$ cat config.mk
export PLATFORM = sky130hd
export DESIGN_NAME = deadline_timer_table_top_flat
export DESIGN_NICKNAME = d
export VERILOG_FILES = /design/src/rtl/dtt_pkg.sv /design/src/rtl/dtt_stream_if.sv /design/src/rtl/deadline_timer_table_top.sv /design/src/flat_wrapper.sv
export SDC_FILE = /design/constraint.sdc
export NUM_CORES = 2
export LEC_CHECK = 0
export BUFFER_PORTS_ARGS = -buffer_cell sky130_fd_sc_hd__buf_2
export CAP_MARGIN = 40
export CORE_MARGIN = 10
export CORE_UTILIZATION = 38
export DETAILED_ROUTE_END_ITERATION = 10
export GPL_TIMING_DRIVEN = 0
export PLACE_DENSITY = 0.63
export SLEW_MARGIN = 20
export SYNTH_ARGS = -nofsm -noshare
export SYNTH_HDL_FRONTEND = slang
export SYNTH_SLANG_ARGS = --single-unit
$ cat constraint.sdc
create_clock -name clk -period 8.8 [get_ports clk]
set_input_delay 0.44 -clock clk [delete_from_list [all_inputs] [get_ports clk]]
set_output_delay 0.44 -clock clk [all_outputs]
set_load 0.1 [all_outputs]
$ cat src/rtl/dtt_pkg.sv
// dtt_pkg: shared types and codes for the deadline timer table.
// Used by dtt_stream_if and deadline_timer_table_top; no dependencies.
`timescale 1ns / 1ps
package dtt_pkg;

  localparam int TIME_W    = 48;
  localparam int ID_W      = 4;
  localparam int FUNC_W    = 3;
  localparam int KIND_W    = 2;
  localparam int ORDER_W   = 32;
  localparam int TIMER_IDS = 1 << ID_W;

  localparam logic [FUNC_W-1:0] FUNC_TICK      = 3'd0;
  localparam logic [FUNC_W-1:0] FUNC_ARM_ABS   = 3'd1;
  localparam logic [FUNC_W-1:0] FUNC_ARM_DELAY = 3'd2;
  localparam logic [FUNC_W-1:0] FUNC_CLEAR     = 3'd3;
  localparam logic [FUNC_W-1:0] FUNC_PERIODIC  = 3'd4;
  localparam logic [FUNC_W-1:0] FUNC_RELEASE   = 3'd5;

  localparam logic [KIND_W-1:0] KIND_FIRED    = 2'd0;
  localparam logic [KIND_W-1:0] KIND_ACCEPTED = 2'd1;
  localparam logic [KIND_W-1:0] KIND_DROPPED  = 2'd2;

  typedef struct packed {
    logic [FUNC_W-1:0] func;
    logic [ID_W-1:0]   timer_id;
    logic [TIME_W-1:0] time_value;
    logic [TIME_W-1:0] now;
  } req_t;

  typedef struct packed {
    logic [KIND_W-1:0] kind;
    logic [ID_W-1:0]   timer_id_res;
    logic [TIME_W-1:0] scheduled_time;
    logic [TIME_W-1:0] fire_time;
    logic              last;
  } rsp_t;

  typedef struct packed {
    logic [TIME_W-1:0]  deadline;
    logic [ID_W-1:0]    owner;
    logic [ORDER_W-1:0] order;
  } slot_t;

endpackage

$ cat src/rtl/dtt_stream_if.sv
// dtt_stream_if: valid/ready channel carrying one payload per request.
// Payload type defaults to dtt_pkg::req_t; depends on dtt_pkg.
`timescale 1ns / 1ps
interface dtt_stream_if #(parameter type T = dtt_pkg::req_t);
  logic valid;
  logic ready;
  T     payload;

  modport source (output valid, output payload, input ready);
  modport sink (input valid, input payload, output ready);
endinterface

$ cat src/rtl/deadline_timer_table_top.sv
// deadline_timer_table_top: table of pending timer deadlines with periodic rearm.
// Depends on dtt_pkg and dtt_stream_if. One request at a time, ready only when idle.
// Slots are visited one per cycle: arm searches for the first free slot, clear and
// release pass over every slot, periodic restart does a clear pass then an arm, and tick
// rescans every slot per firing; results leave through a one-deep output register.
// Reset (rst, synchronous) empties the table, order counter and periodic marks.
`timescale 1ns / 1ps
module deadline_timer_table_top #(
  parameter int SLOTS    = 16,
  parameter int MAX_FIRE = 16
) (
  input logic         clk,
  input logic         rst,
  dtt_stream_if.sink   req,
  dtt_stream_if.source rsp
);
  import dtt_pkg::*;

  localparam int IDX_W  = (SLOTS > 1) ? $clog2(SLOTS) : 1;
  localparam int CNT_W  = $clog2(SLOTS + 1);
  localparam int FIRE_W = $clog2(MAX_FIRE + 1);

  localparam logic [2:0] S_IDLE = 3'd0;
  localparam logic [2:0] S_CLR  = 3'd1;
  localparam logic [2:0] S_PREP = 3'd2;
  localparam logic [2:0] S_FREE = 3'd3;
  localparam logic [2:0] S_SCAN = 3'd4;
  localparam logic [2:0] S_FIRE = 3'd5;
  localparam logic [2:0] S_EMIT = 3'd6;

  logic [2:0]         state;
  logic [2:0]         ret_state;
  logic [FUNC_W-1:0]  func_r;
  logic [ID_W-1:0]    id_r;
  logic [TIME_W-1:0]  tv_r;
  logic [TIME_W-1:0]  now_r;

  logic [SLOTS-1:0]   slot_valid;
  logic [CNT_W-1:0]   count;
  logic [ORDER_W-1:0] order_counter;
  logic [TIMER_IDS-1:0] periodic_mark;
  logic [TIME_W-1:0]  period_len [TIMER_IDS];

  slot_t              slot_mem [SLOTS];
  slot_t              rd_data;
  logic               mem_we;
  logic [IDX_W-1:0]   mem_waddr;
  slot_t              mem_wdata;

  logic [IDX_W-1:0]   idx;
  logic               issuing;
  logic               rd_vld;
  logic [IDX_W-1:0]   rd_idx;
  logic               scan_done;

  logic               best_found;
  logic [IDX_W-1:0]   best_idx;
  logic [TIME_W-1:0]  best_dl;
  logic [ID_W-1:0]    best_owner;
  logic [ORDER_W-1:0] best_order;

  logic               held_valid;
  logic [ID_W-1:0]    held_owner;
  logic [TIME_W-1:0]  held_sched;
  logic [FIRE_W-1:0]  fired;

  logic [TIME_W-1:0]  arm_dl;
  rsp_t               emit_data;
  logic               out_valid;
  rsp_t               out_data;
  logic               out_free;

  logic [TIME_W-1:0]  add_a;
  logic [TIME_W-1:0]  add_b;
  logic [TIME_W:0]    add_sum;
  logic [TIME_W-1:0]  sat_val;
  logic [TIME_W-1:0]  per_val;
  logic [ORDER_W-1:0] ord_diff;
  logic               cand;
  logic               rearm;

  assign req.ready   = (state == S_IDLE);
  assign rsp.valid   = out_valid;
  assign rsp.payload = out_data;
  assign out_free    = !out_valid || rsp.ready;

  // shared saturating adder
  assign per_val = (tv_r == '0) ? TIME_W'(1) : tv_r;
  always_comb begin
    if (state == S_FIRE) begin
      add_a = best_dl;
      add_b = period_len[best_owner];
    end else begin
      add_a = now_r;
      add_b = (func_r == FUNC_PERIODIC) ? per_val : tv_r;
    end
  end
  assign add_sum = {1'b0, add_a} + {1'b0, add_b};
  assign sat_val = add_sum[TIME_W] ? '1 : add_sum[TIME_W-1:0];

  // shared comparator for the tick scan
  assign ord_diff = rd_data.order - best_order;
  assign cand = slot_valid[rd_idx] && (rd_data.deadline <= now_r) &&
                (!best_found || (rd_data.deadline < best_dl) ||
                 ((rd_data.deadline == best_dl) && ord_diff[ORDER_W-1]));
  assign scan_done = rd_vld && (rd_idx == IDX_W'(SLOTS - 1));
  assign rearm = periodic_mark[best_owner];

  always_comb begin
    mem_we    = 1'b0;
    mem_waddr = idx;
    mem_wdata = '{deadline: arm_dl, owner: id_r, order: order_counter};
    if (state == S_FREE && !slot_valid[idx]) begin
      mem_we = 1'b1;
    end else if (state == S_FIRE && rearm) begin
      mem_we    = 1'b1;
      mem_waddr = best_idx;
      mem_wdata = '{deadline: sat_val, owner: best_owner, order: order_counter};
    end
  end

  always_ff @(posedge clk) begin
    if (mem_we) begin
      slot_mem[mem_waddr] <= mem_wdata;
    end
    rd_data <= slot_mem[idx];
  end

  always_ff @(posedge clk) begin
    if (rst) begin
      state         <= S_IDLE;
      ret_state     <= S_IDLE;
      slot_valid    <= '0;
      count         <= '0;
      order_counter <= '0;
      periodic_mark <= '0;
      issuing       <= 1'b0;
      rd_vld        <= 1'b0;
      best_found    <= 1'b0;
      held_valid    <= 1'b0;
      fired         <= '0;
      out_valid     <= 1'b0;
      idx           <= '0;
    end else begin
      if (out_valid && rsp.ready) begin
        out_valid <= 1'b0;
      end

      // slot pass: address issued one cycle, data checked the next
      if (issuing) begin
        rd_vld <= 1'b1;
        rd_idx <= idx;
        if (idx == IDX_W'(SLOTS - 1)) begin
          issuing <= 1'b0;
        end else begin
          idx <= idx + IDX_W'(1);
        end
      end else begin
        rd_vld <= 1'b0;
      end

      case (state)
        S_IDLE: begin
          if (req.valid) begin
            func_r  <= req.payload.func;
            id_r    <= req.payload.timer_id;
            tv_r    <= req.payload.time_value;
            now_r   <= req.payload.now;
            idx     <= '0;
            rd_vld  <= 1'b0;
            case (req.payload.func)
              FUNC_TICK: begin
                state      <= S_SCAN;
                issuing    <= 1'b1;
                best_found <= 1'b0;
                held_valid <= 1'b0;
                fired      <= '0;
              end
              FUNC_ARM_ABS, FUNC_ARM_DELAY: state <= S_PREP;
              FUNC_CLEAR, FUNC_PERIODIC, FUNC_RELEASE: begin
                state   <= S_CLR;
                issuing <= 1'b1;
              end
              default: state <= S_IDLE;
            endcase
          end
        end

        S_CLR: begin
          if (rd_vld && slot_valid[rd_idx] && rd_data.owner == id_r) begin
            slot_valid[rd_idx] <= 1'b0;
            count              <= count - CNT_W'(1);
          end
          if (scan_done) begin
            emit_data <= '{kind: KIND_ACCEPTED, timer_id_res: id_r,
                           scheduled_time: '0, fire_time: '0, last: 1'b1};
            ret_state <= S_IDLE;
            case (func_r)
              FUNC_PERIODIC: begin
                period_len[id_r]    <= per_val;
                periodic_mark[id_r] <= 1'b1;
                state               <= S_PREP;
              end
              FUNC_RELEASE: begin
                periodic_mark[id_r] <= 1'b0;
                state               <= S_EMIT;
              end
              default: state <= S_EMIT;
            endcase
          end
        end

        S_PREP: begin
          arm_dl <= (func_r == FUNC_ARM_ABS) ? tv_r : sat_val;
          idx    <= '0;
          if (count == CNT_W'(SLOTS)) begin
            emit_data <= '{kind: KIND_DROPPED, timer_id_res: id_r,
                           scheduled_time: '0, fire_time: '0, last: 1'b1};
            ret_state <= S_IDLE;
            state     <= S_EMIT;
          end else begin
            state <= S_FREE;
          end
        end

        S_FREE: begin
          if (!slot_valid[idx]) begin
            slot_valid[idx] <= 1'b1;
            count           <= count + CNT_W'(1);
            order_counter   <= order_counter + ORDER_W'(1);
            emit_data <= '{kind: KIND_ACCEPTED, timer_id_res: id_r,
                           scheduled_time: '0, fire_time: '0, last: 1'b1};
            ret_state <= S_IDLE;
            state     <= S_EMIT;
          end else begin
            idx <= idx + IDX_W'(1);
          end
        end

        S_SCAN: begin
          if (rd_vld && cand) begin
            best_found <= 1'b1;
            best_idx   <= rd_idx;
            best_dl    <= rd_data.deadline;
            best_owner <= rd_data.owner;
            best_order <= rd_data.order;
          end
          if (scan_done) begin
            emit_data <= '{kind: KIND_FIRED, timer_id_res: held_owner,
                           scheduled_time: held_sched, fire_time: now_r,
                           last: !(best_found || cand)};
            if (best_found || cand) begin
              ret_state <= S_FIRE;
              state     <= held_valid ? S_EMIT : S_FIRE;
            end else begin
              ret_state <= S_IDLE;
              state     <= held_valid ? S_EMIT : S_IDLE;
            end
          end
        end

        S_FIRE: begin
          if (rearm) begin
            order_counter <= order_counter + ORDER_W'(1);
          end else begin
            slot_valid[best_idx] <= 1'b0;
            count                <= count - CNT_W'(1);
          end
          held_valid <= 1'b1;
          held_owner <= best_owner;
          held_sched <= best_dl;
          fired      <= fired + FIRE_W'(1);
          best_found <= 1'b0;
          if (fired == FIRE_W'(MAX_FIRE - 1)) begin
            emit_data <= '{kind: KIND_FIRED, timer_id_res: best_owner,
                           scheduled_time: best_dl, fire_time: now_r, last: 1'b1};
            ret_state <= S_IDLE;
            state     <= S_EMIT;
          end else begin
            idx     <= '0;
            issuing <= 1'b1;
            rd_vld  <= 1'b0;
            state   <= S_SCAN;
          end
        end

        S_EMIT: begin
          if (out_free) begin
            out_valid <= 1'b1;
            out_data  <= emit_data;
            state     <= ret_state;
          end
        end

        default: state <= S_IDLE;
      endcase
    end
  end

endmodule
$ cat src/flat_wrapper.sv
// flat-port wrapper written by rule: the top's interface ports become plain ports
module deadline_timer_table_top_flat import dtt_pkg::*;
#(
  parameter int SLOTS    = 16,
  parameter int MAX_FIRE = 16
)
  (clk, rst, req_valid, req_payload, req_ready, rsp_valid, rsp_payload, rsp_ready);
  dtt_stream_if req_i ();
  dtt_stream_if rsp_i ();
  input logic clk;
  input logic rst;
  input wire logic [$bits(req_i.valid)-1:0] req_valid;
  input wire logic [$bits(req_i.payload)-1:0] req_payload;
  output wire logic [$bits(req_i.ready)-1:0] req_ready;
  output wire logic [$bits(rsp_i.valid)-1:0] rsp_valid;
  output wire logic [$bits(rsp_i.payload)-1:0] rsp_payload;
  input wire logic [$bits(rsp_i.ready)-1:0] rsp_ready;
  assign req_i.valid = req_valid;
  assign req_i.payload = req_payload;
  assign req_ready = req_i.ready;
  assign rsp_valid = rsp_i.valid;
  assign rsp_payload = rsp_i.payload;
  assign rsp_i.ready = rsp_ready;
  deadline_timer_table_top #(.SLOTS(SLOTS), .MAX_FIRE(MAX_FIRE)) u_core (.clk(clk), .rst(rst), .req(req_i), .rsp(rsp_i));
endmodule
; Word level (Yosys, flattened, before mapping)
; Memory sizes are Yosys's and may differ from the RTL's. A register that Yosys moved wholly into a read port is not among the register bits.
; Cells that the tools add are included.
[classes]
n_eq_ne = 32
n_mux = 99
n_addsub = 7
n_reduce_logical = 48
order_cmp = 11
n_bitwise = 9
[op_table]
columns = cell, count
row1 = $mux W103, 5
row2 = $pmux W103 S5, 1
row3 = $mux W48, 6
row4 = $mux W84, 2
row5 = $mux W32, 2
row6 = $pmux W32 S2, 1
row7 = $add A48 B48 Y49, 1
row8 = $and A16 B16 Y16, 3
row9 = $eq A48 B48 Y1, 1
row10 = $le A48 B48 Y1, 1
row11 = $logic_not A48 Y1, 1
row12 = $lt A48 B48 Y1, 1
row13 = $mux W16, 3
row14 = $not A16 Y16, 3
row15 = $pmux W16 S3, 1
row16 = $mux W3, 15
row17 = $add A32 B1 Y32 const B, 1
row18 = $mux W4, 8
row19 = $or A16 B16 Y16, 2
row20 = $pmux W16 S2, 1
row21 = $sub A32 B32 Y32, 1
row22 = $mux W1, 30
row23 = $lt A4 B5 Y1 const B, 5
row24 = $mux W5, 5
row25 = other kinds (41), 106
[totals]
out_inout_bits = 105
ram_bits = 2112
mem_count = 2
register_bits = 590
word_cells = 243
[mem_list]
columns = memory, words, word_bits, read_ports, rd_clocked_by_memory_dff, write_ports, line
row1 = u_core.slot_mem, 16, 84, 1, 1, 1, deadline_timer_table_top.sv:44  ; slot_t slot_mem [SLOTS];
row2 = u_core.period_len, 16, 48, 1, 1, 1, deadline_timer_table_top.sv:42  ; logic [TIME_W-1:0] period_len [TIMER_IDS];

; Longest topological paths before layout
[logic_depth]
ltp_word = 8
depth_mapped = 23
depth_no_buf = 17

; Worst setup path before layout
; No wires, ideal clock.
[synth_path]
path_type = reg-to-reg
start = reg u_core.state[1]
end = reg u_core.out_data (netlist bit u_core.rsp.payload[0]), enable pin
t_required_ps = 8109
path_stages_with_launch = 6
arrival_ps = 8199
path_slack_ps = -90
path_buffers = 3
setup_ps = 691
path_cell_list = dfxtp_1 > clkbuf_1 > clkbuf_1 > buf_1 > nand3_1 > nor3_1
[synth_between]
elab_chain_len = 2
[synth_rtl]
columns = element, line
row1 = start: declaration, deadline_timer_table_top.sv:31  ; logic [2:0] state;
row2 = start signal: assignment, deadline_timer_table_top.sv:254  ; state <= held_valid ? S_EMIT : S_FIRE;
row3 = start signal: assignment, deadline_timer_table_top.sv:257  ; state <= held_valid ? S_EMIT : S_IDLE;
row4 = start signal: assignment, deadline_timer_table_top.sv:291  ; state <= ret_state;
row5 = $eq A3 B3 Y1, deadline_timer_table_top.sv:162  ; case (state)
row6 = $reduce_and A3 Y1 (no source line), n/a
row7 = end signal: assignment, deadline_timer_table_top.sv:290  ; out_data <= emit_data;
row8 = end: declaration, deadline_timer_table_top.sv:70  ; rsp_t out_data;
; No other way between the ends.
; A chain may end at the register's enable or synchronous reset.

==> flow_summary.json <==
{
  "status": "complete, no violations",
  "synth_seq_cells": 2788,
  "clock_skew_ns": 0.0641,
  "rsz0062_at_grt": "false",
  "pre_cts_ws_ns": 0.777,
  "io_buffers": 211,
  "relSlewSlack_pct": 36.1,
  "start_util_pct": 38.2,
  "die_x_um": 558,
  "finalCriticalPeriod_ns": 8.21,
  "htree_levels": 5,
  "routabilityCongestion": 0.889,
  "cts_buffers": 294,
  "final_antenna_net_count": 0,
  "critical_path_class": "register to register",
  "grt_max_degree": 63,
  "peakVddDrop_mv": 0.152,
  "vias": 60400,
  "hpwl_um": 225000,
  "layout_common_cells": "edfxtp_1, mux4_2, nand2_1",
  "timing_hold_violations_final": 0,
  "crit_buf_inv": 6,
  "p_per_area_mw_per_mm2": 245,
  "cpPeakStageDelay_ns": 0.70,
  "routed_wl_um": 316000,
  "final-setup-viol-count": 0,
  "cp.required_ns": 9.38,
  "cts-root-buf": "clkbuf_16",
  "ctsResizeCount": 0,
  "fin_ws_ns": 0.595,
  "synth_fp_nets": 6053,
  "cts_buffer_depth": 4,
  "first_global_vias": 60700,
  "worstSetupEndpointType": "register",
  "ys_seq_area_share_pct": 74.4,
  "ys.flop_type": "edfxtp_1",
  "cp_top_family": "compound AO/OA/AOI/OAI gates",
  "drc": 0,
  "antenna_found_initial": 20,
  "drt_iter0_markers": 7360,
  "ys_async_sr_fraction_pct": 0,
  "yosysUniqueCellTypes": 79,
  "post-route-period-util_pct": 93.2,
  "postCtsSetupRepairBufs": 0,
  "synthToLayoutAreaGrowth_pct": 20.7,
  "seq_area_mm2": 0.0820,
  "postSynthAreaPerCell_um2": 19.1,
  "fmax_mhz": 122,
  "ioPinCount": 212,
  "clock-sinks": 2788,
  "fp.dieH_um": 558,
  "routedWlPerCell_um": 29.5,
  "startpoint_type": "register",
  "clk_pin_slew_ns": 0.06,
  "die_area_mm2": 0.312,
  "yosys-top-cells-area": "edfxtp_1, mux4_2, dfxtp_1, ha_1, nand2_1",
  "syn_inst": 5760,
  "final_common_cell": "edfxtp_1",
  "cts_tree": "built",
  "synth_area_leader_cell": "edfxtp_1",
  "critPathArrivalTime_ns": 8.78,
  "syn_area_mm2": 0.110,
  "drive_above_1_share_pct": 25.7,
  "leakage_nw": 44.1,
  "overflow": 0,
  "clock_latency_ns": 0.93,
  "placed_cell_area_mm2": 0.122,
  "rows": 197,
  "yosys_warnings": 0,
  "multi_input_area_mm2": 0.0268,
  "hold_path.class": "input pin to register",
  "core_area_mm2": 0.288,
  "drtPass1Iterations": 6,
  "max_cap_violations": 0,
  "crit_chain": "clkbuf_1 > clkbuf_1 > clkbuf_1 > buf_6 > mux4_2 > mux4_2 > nand2_1 > nand2_1 > ha_1 > nand2_1 > or3_1 > nor3_1 > a211oi_2 > o21ai_1 > a21oi_1 > a21oi_1 > a21o_1 > buf_2 > buf_2 > nor2_1 > o21ai_2",
  "viasPerCell": 5.63,
  "design_area_mm2": 0.133,
  "cpMaxStageDelayCell": "o21ai_2",
  "tightest_slew_ns": 0.958,
  "postCtsHoldBufs": 104,
  "slew_violations": 0,
  "synth-edff-count": 2613,
  "nets": 6998,
  "yosysTopAreaCellShare_pct": 71.2,
  "final.fill_count": 24000,
  "gr-usage-all-layers_pct": 19.8,
  "grt_pass1_wl_um": 447000,
  "worst-path-max-fanout": 16
}
==> area by class of cell <==
cell class / instances / area share (%)
repair buffers: 649 / 5.97
multi-input cells: 2508 / 20.2
clock buffers: 388 / 6.10
flip-flops and latches: 2788 / 61.6
plain buffers: 309 / 0.914
clock inverters: 142 / 1.21
diodes: 7 / 0.0132
well taps: 3781 / 3.56
inverters: 155 / 0.443
==> registers in the layout, summed over array words and instances (netlist names), 84 cells and up, named ones only <==
| name | cells |
|---|---|
| u_core.slot_mem | 1344 |
| u_core.period_len | 768 |
| u_core.emit_data | 103 |
| u_core.rsp.payload | 103 |
| u_core.rd_data | 84 |
==> power by group <==
group	internal [mW]	leakage (nW)	switching [mW]	total, mW
sequential	15.2	25.1	0.346	15.5
clock	7.42	4.74	5.16	12.6
combinational	1.69	14.2	2.83	4.51
total	24.3	44.1	8.34	32.6
==> path summary, 6_finish.rpt <==
| path | start | end | slack [ns] | cells after the start |
|---|---|---|---|---|
| max | register | u_core.slot_mem[9][36] | 0.59 | 21 |
| min | rst | u_core.slot_valid[7] | 0.11 | 3 |
| max reg2reg | register | u_core.slot_mem[9][36] | 0.59 | 21 |
| min reg2reg | u_core.emit_data[81] | u_core.rsp.payload[81] | 0.38 | 0 |
==> routing by layer <==
metal | GRT usage (%) | part of all wire, % | vias up
met5 | 0 | 0.011 | -
met4 | 8.42 | 5.0 | 6
met3 | 3.66 | 8.1 | 576
met2 | 31.7 | 47 | 2920
met1 | 26.6 | 40 | 31800
li1 | - | - | 25100
==> worst register-to-register path: stages, from the launching register on <==
cell and delay (ns):
dfxtp_1 0.49, clkbuf_1 0.20, clkbuf_1 0.62, clkbuf_1 0.57
buf_6 0.24, mux4_2 0.51, mux4_2 0.55, nand2_1 0.13
nand2_1 0.24, ha_1 0.51, nand2_1 0.13, or3_1 0.47
nor3_1 0.26, a211oi_2 0.15, o21ai_1 0.50, a21oi_1 0.24
a21oi_1 0.52, a21o_1 0.20, buf_2 0.19, buf_2 0.33
nor2_1 0.14, o21ai_2 0.70
==> Yosys cell counts (all sizes together), types with 4 or more instances <==
master and instances:
a211o 5, a211oi 24, a21o 81, a21oi 167, a311oi 4, a31oi 31, a41oi 6, and2 53
and3 13, and4 7, buf 59, clkbuf 250, dfxtp 175, edfxtp 2613, ha 184, inv 155
mux2 15, mux2i 9, mux4 674, nand2 404, nand2b 22, nand3 41, nand3b 6, nand4 40
nor2 242, nor2b 34, nor3 35, nor4 24, o211a 4, o211ai 9, o21a 8, o21ai 191
o21bai 7, o22a 8, o31ai 7, o41ai 4, or2 12, or3 12, xnor2 39, xor2 44
==> metrics by stage <==
step | power [mW] | instances | TNS, ns | hold slack (ns) | utilization [%]
floorplan | 18.3 | 5760 | 0 | 0.400 | -
global placement | 19.9 | 9752 | -6412.94 | 0.402 | 40.2
detailed placement | 20.2 | 10100 | 0 | 0.405 | 42.3
CTS | 32.7 | 10700 | 0 | 0.0490 | 46.0
global route | 33.6 | 10700 | 0 | 0.121 | 46.1
finish | 32.6 | 10700 | 0 | 0.111 | 46.1
==> kinds of logic after synthesis <==
family / after synthesis / share of synthesized area [%]
fa+ha+maj: 186 / 2.13
compound gates: 588 / 3.27
buf+inv: 464 / 1.60
xor+xnor: 83 / 0.660
flops: 2788 / 74.4
mux: 698 / 14.0
simple gates: 953 / 3.94
(Power assumes the default switching activity.)
